## src/hw/rtl/kst_pkg.sv

```systemverilog
// package for the keyed slot table: transaction structs, slot entry layout,
// opcodes and sequencer states
// no dependencies
`default_nettype none

package kst_pkg;

  typedef enum logic [1:0] {
    OP_PUBLISH  = 2'd0,
    OP_WITHDRAW = 2'd1,
    OP_PICK     = 2'd2,
    OP_DISMISS  = 2'd3
  } op_e;

  typedef enum logic [2:0] {
    ST_IDLE,
    ST_PRIME,
    ST_SCAN,
    ST_COMMIT,
    ST_DONE
  } state_e;

  typedef struct packed {
    op_e         opcode;
    logic [63:0] owner_hi;
    logic [63:0] owner_lo;
    logic [31:0] now_time;
    logic [15:0] timeout_req;
    logic [31:0] icon_id;
    logic [31:0] launch_value;
    logic        title_empty;
  } in_item_t;

  typedef struct packed {
    logic        status;
    logic        found;
    logic [2:0]  slot_index;
    logic [63:0] hit_owner_hi;
    logic [63:0] hit_owner_lo;
    logic [31:0] hit_icon;
    logic [31:0] hit_launch;
  } out_item_t;

  // one slot as held in the slot memory
  typedef struct packed {
    logic [63:0] key_hi;
    logic [63:0] key_lo;
    logic [31:0] icon;
    logic [31:0] code;
    logic [31:0] published;
    logic [31:0] expiry;
  } entry_t;

  // per-slot decisions from the compare unit
  typedef struct packed {
    logic key_match;
    logic expired;
    logic take_old;
    logic take_best;
  } cmp_flags_t;

  localparam int unsigned TimeoutW = 16;
  localparam logic [TimeoutW-1:0] TimeoutLimitRst = 16'hFFFF;

endpackage

`default_nettype wire

```

## src/hw/rtl/kst_cmp.sv

```systemverilog
// compare unit shared by every scan step of the keyed slot table
// judges one slot against the request and the running search results
// depends on kst_pkg
`default_nettype none

module kst_cmp (
  input  var kst_pkg::entry_t     entry_i,
  input  var kst_pkg::in_item_t   req_i,
  input  logic                    used_i,
  input  logic                    dism_i,
  input  logic                    old_found_i,
  input  logic [31:0]             old_pub_i,
  input  logic                    best_found_i,
  input  logic [31:0]             best_pub_i,
  output kst_pkg::cmp_flags_t     flags_o
);

  logic expired;

  // an expiry of zero means the entry lives forever
  assign expired = (entry_i.expiry != 32'd0) && (req_i.now_time >= entry_i.expiry);

  always_comb begin
    flags_o.key_match = used_i && (entry_i.key_hi == req_i.owner_hi)
                        && (entry_i.key_lo == req_i.owner_lo);
    flags_o.expired   = used_i && expired;
    // strict compares keep the lowest index on ties
    flags_o.take_old  = used_i && (!old_found_i || (entry_i.published < old_pub_i));
    flags_o.take_best = used_i && !expired && !dism_i
                        && (!best_found_i || (entry_i.published > best_pub_i));
  end

endmodule

`default_nettype wire

```

## src/hw/rtl/keyed_slot_table_expiry_evict_oldest.sv

```systemverilog
// top level of the keyed slot table with expiry and oldest-publish eviction
// holds the slot memory, the scan sequencer and the output register
// depends on kst_pkg and kst_cmp
//
// usage: one request transaction on in_valid_i/in_stall_o carries an opcode
// (publish, withdraw, pick, dismiss) and its operands; each request yields
// exactly one result transaction on out_valid_o/out_stall_i.
// a request walks the slot memory one slot per cycle through a single
// compare unit: accept, a prime step for the registered memory read, one
// scan step per slot, a commit step and a done step that loads the result.
// the next request is taken only after the result is loaded. a rejected
// publish skips the prime, scan and commit steps and goes straight from
// accept to the done step.
// in_stall_o is high while a request is in progress. a finished result waits
// in the output register while the next request is accepted; if the receiver
// still stalls when the following result is ready, the sequencer holds it.
// reset empties every slot and sets the timeout limit to its maximum.
// the timeout limit register is written through cfg_we_i/cfg_wdata_i.
`default_nettype none

module keyed_slot_table_expiry_evict_oldest #(
  parameter int unsigned SLOT_COUNT = 8
) (
  input  logic                 clk_i,
  input  logic                 rst_ni,
  input  logic                 cfg_we_i,
  input  logic [15:0]          cfg_wdata_i,
  input  logic                 in_valid_i,
  output logic                 in_stall_o,
  input  var kst_pkg::in_item_t in_data_i,
  output logic                 out_valid_o,
  input  logic                 out_stall_i,
  output kst_pkg::out_item_t   out_data_o
);

  localparam int unsigned IdxW = $clog2(SLOT_COUNT);
  localparam logic [IdxW-1:0] LastIdx = IdxW'(SLOT_COUNT - 1);

  kst_pkg::state_e state_q, state_d;

  logic [kst_pkg::TimeoutW-1:0] limit_q;
  kst_pkg::in_item_t            req_q;
  logic                         rej_q;

  logic [SLOT_COUNT-1:0] used_q;
  logic [SLOT_COUNT-1:0] dism_q;

  kst_pkg::entry_t slot_mem_q [SLOT_COUNT];
  kst_pkg::entry_t rdata_q;
  kst_pkg::entry_t wdata;
  logic [IdxW-1:0] rd_addr;
  logic            mem_we;

  logic [IdxW-1:0] cmp_idx_q;

  logic            match_found_q, free_found_q, old_found_q, best_found_q, removed_q;
  logic [IdxW-1:0] match_idx_q, free_idx_q, old_idx_q, best_idx_q;
  logic [31:0]     old_pub_q, best_pub_q;
  kst_pkg::entry_t best_ent_q;

  logic            accept, reject, scan_step, scan_last, out_load;
  logic [IdxW-1:0] pub_slot;
  logic [kst_pkg::TimeoutW-1:0] tmo;
  kst_pkg::cmp_flags_t flags;
  kst_pkg::out_item_t  res;
  logic                out_valid_q;
  kst_pkg::out_item_t  out_q;

  assign accept    = in_valid_i && !in_stall_o;
  assign reject    = (in_data_i.opcode == kst_pkg::OP_PUBLISH)
                     && (((in_data_i.owner_hi == 64'd0) && (in_data_i.owner_lo == 64'd0))
                         || in_data_i.title_empty);
  assign scan_step = (state_q == kst_pkg::ST_SCAN);
  assign scan_last = scan_step && (cmp_idx_q == LastIdx);

  // ---------------------------------------------------------------------------
  // sequencer
  // ---------------------------------------------------------------------------
  always_comb begin
    state_d = state_q;
    case (state_q)
      kst_pkg::ST_IDLE: begin
        if (accept) state_d = reject ? kst_pkg::ST_DONE : kst_pkg::ST_PRIME;
      end
      kst_pkg::ST_PRIME:  state_d = kst_pkg::ST_SCAN;
      kst_pkg::ST_SCAN: begin
        if (cmp_idx_q == LastIdx) state_d = kst_pkg::ST_COMMIT;
      end
      kst_pkg::ST_COMMIT: state_d = kst_pkg::ST_DONE;
      kst_pkg::ST_DONE: begin
        if (!out_valid_q || !out_stall_i) state_d = kst_pkg::ST_IDLE;
      end
      default: state_d = kst_pkg::ST_IDLE;
    endcase
  end

  always_comb begin
    in_stall_o = 1'b1;
    rd_addr    = '0;
    mem_we     = 1'b0;
    out_load   = 1'b0;
    case (state_q)
      kst_pkg::ST_IDLE: in_stall_o = 1'b0;
      kst_pkg::ST_PRIME: rd_addr = '0;
      kst_pkg::ST_SCAN: begin
        // fetch the next slot while the current one is judged
        if (cmp_idx_q != LastIdx) rd_addr = cmp_idx_q + IdxW'(1);
      end
      kst_pkg::ST_COMMIT: mem_we = (req_q.opcode == kst_pkg::OP_PUBLISH);
      kst_pkg::ST_DONE:   out_load = !out_valid_q || !out_stall_i;
      default: in_stall_o = 1'b1;
    endcase
  end

  always_ff @(posedge clk_i or negedge rst_ni) begin
    if (!rst_ni) begin
      state_q <= kst_pkg::ST_IDLE;
    end else begin
      state_q <= state_d;
    end
  end

  // ---------------------------------------------------------------------------
  // configuration
  // ---------------------------------------------------------------------------
  always_ff @(posedge clk_i or negedge rst_ni) begin
    if (!rst_ni) begin
      limit_q <= kst_pkg::TimeoutLimitRst;
    end else if (cfg_we_i) begin
      limit_q <= cfg_wdata_i;
    end
  end

  // ---------------------------------------------------------------------------
  // slot memory
  // ---------------------------------------------------------------------------
  assign tmo = (req_q.timeout_req < limit_q) ? req_q.timeout_req : limit_q;

  always_comb begin
    wdata.key_hi    = req_q.owner_hi;
    wdata.key_lo    = req_q.owner_lo;
    wdata.icon      = req_q.icon_id;
    wdata.code      = req_q.launch_value;
    wdata.published = req_q.now_time;
    wdata.expiry    = (tmo != '0) ? (req_q.now_time + {16'd0, tmo}) : 32'd0;
  end

  // publish target: owner's slot, else first free, else oldest
  assign pub_slot = match_found_q ? match_idx_q :
                    free_found_q  ? free_idx_q  : old_idx_q;

  always_ff @(posedge clk_i) begin
    if (mem_we) slot_mem_q[pub_slot] <= wdata;
    rdata_q <= slot_mem_q[rd_addr];
  end

  // ---------------------------------------------------------------------------
  // scan
  // ---------------------------------------------------------------------------
  kst_cmp u_cmp (
    .entry_i      (rdata_q),
    .req_i        (req_q),
    .used_i       (used_q[cmp_idx_q]),
    .dism_i       (dism_q[cmp_idx_q]),
    .old_found_i  (old_found_q),
    .old_pub_i    (old_pub_q),
    .best_found_i (best_found_q),
    .best_pub_i   (best_pub_q),
    .flags_o      (flags)
  );

  always_ff @(posedge clk_i) begin
    if (accept) req_q <= in_data_i;
    if (scan_step && flags.take_old) begin
      old_idx_q <= cmp_idx_q;
      old_pub_q <= rdata_q.published;
    end
    if (scan_step && flags.take_best) begin
      best_idx_q <= cmp_idx_q;
      best_pub_q <= rdata_q.published;
      best_ent_q <= rdata_q;
    end
    if (scan_step && flags.key_match && !match_found_q) match_idx_q <= cmp_idx_q;
    if (scan_step && !used_q[cmp_idx_q] && !free_found_q) free_idx_q <= cmp_idx_q;
  end

  always_ff @(posedge clk_i or negedge rst_ni) begin
    if (!rst_ni) begin
      rej_q         <= 1'b0;
      cmp_idx_q     <= '0;
      match_found_q <= 1'b0;
      free_found_q  <= 1'b0;
      old_found_q   <= 1'b0;
      best_found_q  <= 1'b0;
      removed_q     <= 1'b0;
    end else begin
      if (accept) begin
        rej_q         <= reject;
        cmp_idx_q     <= '0;
        match_found_q <= 1'b0;
        free_found_q  <= 1'b0;
        old_found_q   <= 1'b0;
        best_found_q  <= 1'b0;
        removed_q     <= 1'b0;
      end
      if (scan_step) begin
        if (!scan_last) cmp_idx_q <= cmp_idx_q + IdxW'(1);
        if (flags.key_match) begin
          match_found_q <= 1'b1;
          removed_q     <= 1'b1;
        end
        if (!used_q[cmp_idx_q]) free_found_q <= 1'b1;
        if (flags.take_old)     old_found_q  <= 1'b1;
        if (flags.take_best)    best_found_q <= 1'b1;
      end
    end
  end

  always_ff @(posedge clk_i or negedge rst_ni) begin
    if (!rst_ni) begin
      used_q <= '0;
      dism_q <= '0;
    end else begin
      if (scan_step) begin
        case (req_q.opcode)
          kst_pkg::OP_WITHDRAW: begin
            if (flags.key_match) used_q[cmp_idx_q] <= 1'b0;
          end
          kst_pkg::OP_PICK, kst_pkg::OP_DISMISS: begin
            if (flags.expired) used_q[cmp_idx_q] <= 1'b0;
          end
          default: ;
        endcase
      end
      if (mem_we) begin
        used_q[pub_slot] <= 1'b1;
        dism_q[pub_slot] <= 1'b0;
      end
      if ((state_q == kst_pkg::ST_COMMIT) && (req_q.opcode == kst_pkg::OP_DISMISS)
          && best_found_q) begin
        dism_q[best_idx_q] <= 1'b1;
      end
    end
  end

  // ---------------------------------------------------------------------------
  // result
  // ---------------------------------------------------------------------------
  always_comb begin
    res = '0;
    case (req_q.opcode)
      kst_pkg::OP_PUBLISH: begin
        res.status = rej_q;
        if (!rej_q) res.slot_index = 3'(pub_slot);
      end
      kst_pkg::OP_WITHDRAW: res.status = !removed_q;
      kst_pkg::OP_PICK, kst_pkg::OP_DISMISS: begin
        if (best_found_q) begin
          res.found        = 1'b1;
          res.slot_index   = 3'(best_idx_q);
          res.hit_owner_hi = best_ent_q.key_hi;
          res.hit_owner_lo = best_ent_q.key_lo;
          res.hit_icon     = best_ent_q.icon;
          res.hit_launch   = best_ent_q.code;
        end
      end
      default: res = '0;
    endcase
  end

  always_ff @(posedge clk_i or negedge rst_ni) begin
    if (!rst_ni) begin
      out_valid_q <= 1'b0;
    end else if (out_load) begin
      out_valid_q <= 1'b1;
    end else if (!out_stall_i) begin
      out_valid_q <= 1'b0;
    end
  end

  always_ff @(posedge clk_i) begin
    if (out_load) out_q <= res;
  end

  assign out_valid_o = out_valid_q;
  assign out_data_o  = out_q;

endmodule

`default_nettype wire
```

## config.mk

```make
export PLATFORM = sky130hd
export DESIGN_NAME = keyed_slot_table_expiry_evict_oldest
export DESIGN_NICKNAME = d
export VERILOG_FILES = /design/src/hw/rtl/kst_pkg.sv /design/src/hw/rtl/kst_cmp.sv /design/src/hw/rtl/keyed_slot_table_expiry_evict_oldest.sv
export SDC_FILE = /design/constraint.sdc
export NUM_CORES = 2
export LEC_CHECK = 0
export ABC_AREA = 1
export BUFFER_PORTS_ARGS = -buffer_cell sky130_fd_sc_hd__buf_2
export CORE_MARGIN = 2
export CORE_UTILIZATION = 30
export CTS_CLUSTER_SIZE = 16
export DETAILED_ROUTE_END_ITERATION = 12
export MAX_ROUTING_LAYER = met4
export PLACE_DENSITY = 0.49
export SYNTH_ARGS = -nofsm -noshare
export SYNTH_HDL_FRONTEND = slang
export SYNTH_SLANG_ARGS = --single-unit
export TNS_END_PERCENT = 100
```

## constraint.sdc

```tcl
create_clock -name clk_i -period 15.8 [get_ports clk_i]
set_input_delay 1.58 -clock clk_i [delete_from_list [all_inputs] [get_ports clk_i]]
set_output_delay 1.58 -clock clk_i [all_outputs]
set_load 0.005 [all_outputs]
```

==> flow_metrics.tcl <==
set metrics [dict create \
    outcome "completed" \
    fmax_mhz 169.5 \
    ctsRootBufferMaster "clkbuf_16" \
    htree_levels 5 \
    rsz0062_at_grt "false" \
    critPathArrivalTime_ns 6.70 \
    syn-cell-area_um2 114600 \
    wl_mm 334.6 \
    use_met3_pct 2.250 \
    cts_buffer_depth 4 \
    cts_tree "yes" \
    period_minus_slack_ns 5.899 \
    fp.dieArea_um2 387000 \
    finalSetupViolations 0 \
    synth_seq_cells 3056 \
    maxSlewHeadroom_pct 14.04 \
    async_reset_ff_share_pct 1.473 \
    initial_core_util_pct 30.18 \
    antenna_found_initial 19 \
    drt-wirelength-per-cell_um 24.27 \
    setup_tns_ns 0 \
    die_w_um 622.1 \
    fp.coreArea_um2 379800 \
    num_io_pins 463 \
    min_path_type "flip-flop to flip-flop" \
    dp_cells 13140 \
    dp_hpwl_mm 187.4 \
    ys_types 52 \
    dr.pass1.iters 7 \
    yosys_warnings 0 \
    drive_above_1_share_pct 13.08 \
    die_height_um 622.1 \
    stdcell_count 13790 \
    critPathLaunchType "flip-flop" \
    cts.repair.resized 0 \
    maxCapViolations 0 \
    skew_ns 0.08591 \
    leakage_nw 46.95 \
    final_nets 8866 \
    grt_max_degree 216 \
    synth.net_count 8395 \
    synth_edf_count 2755 \
    hold_path_depth 0 \
    critPathMaxFanout 213 \
    slew_viol_final 0 \
    num_vias 67920 \
    overflow 0 \
    crit_required_ns 16.60 \
    ir_worst_vdd_v 0.0001374 \
    yosysMostFrequentCell "edfxtp_1" \
    multi_input_area_um2 22180 \
    syn2layout_area_growth_pct 16.86 \
    synth_ff_type "edfxtp_1" \
    cts_hold_buf 0 \
    seqCellArea_um2 89000 \
    synth_area_leaders "edfxtp_1 72%, nand2_1 4.7%, dfxtp_1 4.5%" \
    synth_area_leader_cell "edfxtp_1" \
    grt_usage_pct 17.19 \
    via_per_inst 4.926 \
    synth_top_area_share_pct 72.18 \
    insertion_delay_ns 0.95 \
    cts_buffers 343 \
    rr_worst_depth 13 \
    avgSynthCellArea_um2 14.33 \
    path_class "flip-flop to flip-flop" \
    fillCellCount 36170 \
    grt_pass1_vias 67460 \
    rows 226 \
    route.detailed.drc 0 \
    place_congestion 0.8383 \
    busiest_layer "met2" \
    port_buffers 462 \
    met1_usage_pct 22.24 \
    grt_use_met2_pct 28.11 \
    hold_viol_final 0 \
    drt_first_iter_violations 5996 \
    synth_seq_area_share_pct 77.65 \
    post_cts_buffers 0 \
    end_kind "flip-flop" \
    final_antenna_net_count 0 \
    synth_cells 7998 \
    netlist_top_cells_count "2,755 x edfxtp_1, 1,436 x nand2_1, 849 x a21oi_1, 505 x o221ai_1, 444 x inv_1" \
    clkTransAtPathRegs_ns 0.07 \
    cts_sinks 3056 \
    worstMarginPinSlew_ns 1.280 \
    finalCritPeriodShare_pct 37.34 \
    p_per_area_nw_per_um2 177.2 \
    grt_pass1_wl_mm 481.4 \
]
[logic make-up after synthesis]
family          count (synthesis)  synth area share (%)
xor+xnor                      126                0.9629
simple gates                 2083                 7.241
compound gates               1720                 9.612
flops                        3056                 77.65
buf+inv                       880                 3.073
fa+ha+maj                     133                 1.458
[metal layers]
layer	up-vias	wire [µm]
li1	30750	-
met1	34640	144800
met2	2009	162000
met3	520	17550
met4	0	10240
met5	-	0
[registers in the layout, indices dropped and copies added, names as in the netlist, 8 cells and up]
register	count
best_ent_q	192
old_pub_q	32
slot_mem_q	2048
dism_q	8
rdata_q	256
limit_q	16
req_q	242
best_pub_q	32
used_q	8
out_data_o	197
[layout make-up]
cell class,instances,share of cell area [%]
inverter,453,1.303
clock buffer,470,7.104
clock inverter,170,1.460
tap,5016,4.686
sequential,3056,66.45
antenna,8,0.01495
timing repair buffer,553,2.423
multi-input combinational,4062,16.56
[cells in the final DEF (no fill, tap or decap), types with 14 or more instances in the layout]
cell type | netlist | routed
dfxtp_1 | 256 | 256
buf_12 | 0 | 20
nand3b_1 | 14 | 14
or2_2 | 24 | 24
inv_1 | 444 | 442
xnor2_1 | 101 | 101
clkbuf_16 | 0 | 346
a21oi_1 | 849 | 848
bufinv_16 | 0 | 28
nand2_1 | 1436 | 1435
clkbuf_8 | 0 | 39
dfrtp_1 | 29 | 29
nand3_1 | 74 | 74
xor2_1 | 25 | 25
o221ai_1 | 505 | 505
buf_4 | 6 | 71
clkbuf_1 | 265 | 85
nand4_1 | 58 | 58
o21ai_0 | 61 | 61
nor2_1 | 425 | 417
buf_2 | 133 | 462
edfxtp_1 | 2755 | 2755
a31oi_1 | 257 | 257
dfstp_2 | 16 | 16
clkinv_2 | 0 | 51
nor3_1 | 27 | 26
clkinv_1 | 2 | 45
ha_1 | 132 | 132
[metrics by stage]
step / total power [mW] / setup slack (ns) / utilization [%] / hold WS [ns] / instance area, µm²
global placement: 15.84 / 10.21 / 32.24 / 0.3863 / 122400
floorplan: 13.87 / 3.246 / - / 0.3855 / 114600
global route: 24.83 / 9.415 / 35.27 / 0.3864 / 133900
CTS: 24.00 / 9.974 / 35.26 / 0.3794 / 133900
detailed placement: 15.91 / 10.00 / 32.24 / 0.3887 / 122400
finish: 23.73 / 9.901 / 35.27 / 0.3841 / 133900
[worst paths after layout]
| path | start | to | slack (ns) |
|---|---|---|---|
| max | cmp_idx_q[0]$_DFF_PN0_ | rdata_q[245]$_DFF_P_ | 9.90 |
| min | rdata_q[243]$_DFF_P_ | best_ent_q[243]$_DFFE_PP_ | 0.38 |
| max reg2reg | cmp_idx_q[0]$_DFF_PN0_ | rdata_q[245]$_DFF_P_ | 9.90 |
| min reg2reg | rdata_q[243]$_DFF_P_ | best_ent_q[243]$_DFFE_PP_ | 0.38 |
| max in group asynchronous | rst_ni | dism_q[2]$_DFF_PN0_ | 14.37 |
| min in group asynchronous | rst_ni | used_q[3]$_DFF_PN0_ | 0.88 |
[power breakdown]
part | switching (mW) | internal [mW]
Clock | 3.32 | 4.72
Combinational | 3.50 | 1.33
Sequential | 0.685 | 10.2
[worst max-delay path, cell delays in order (launching register included)]
cell	delay [ns]
dfrtp_1	0.81
ha_1	0.26
ha_1	0.15
nor2_2	0.05
inv_2	0.12
nor2_8	0.13
inv_8	0.57
buf_12	0.77
buf_12	0.66
buf_4	1.08
nand2_1	0.15
nand2_1	0.12
a21oi_1	0.06
a31oi_1	0.21
Power figures use the tool's default switching activity.
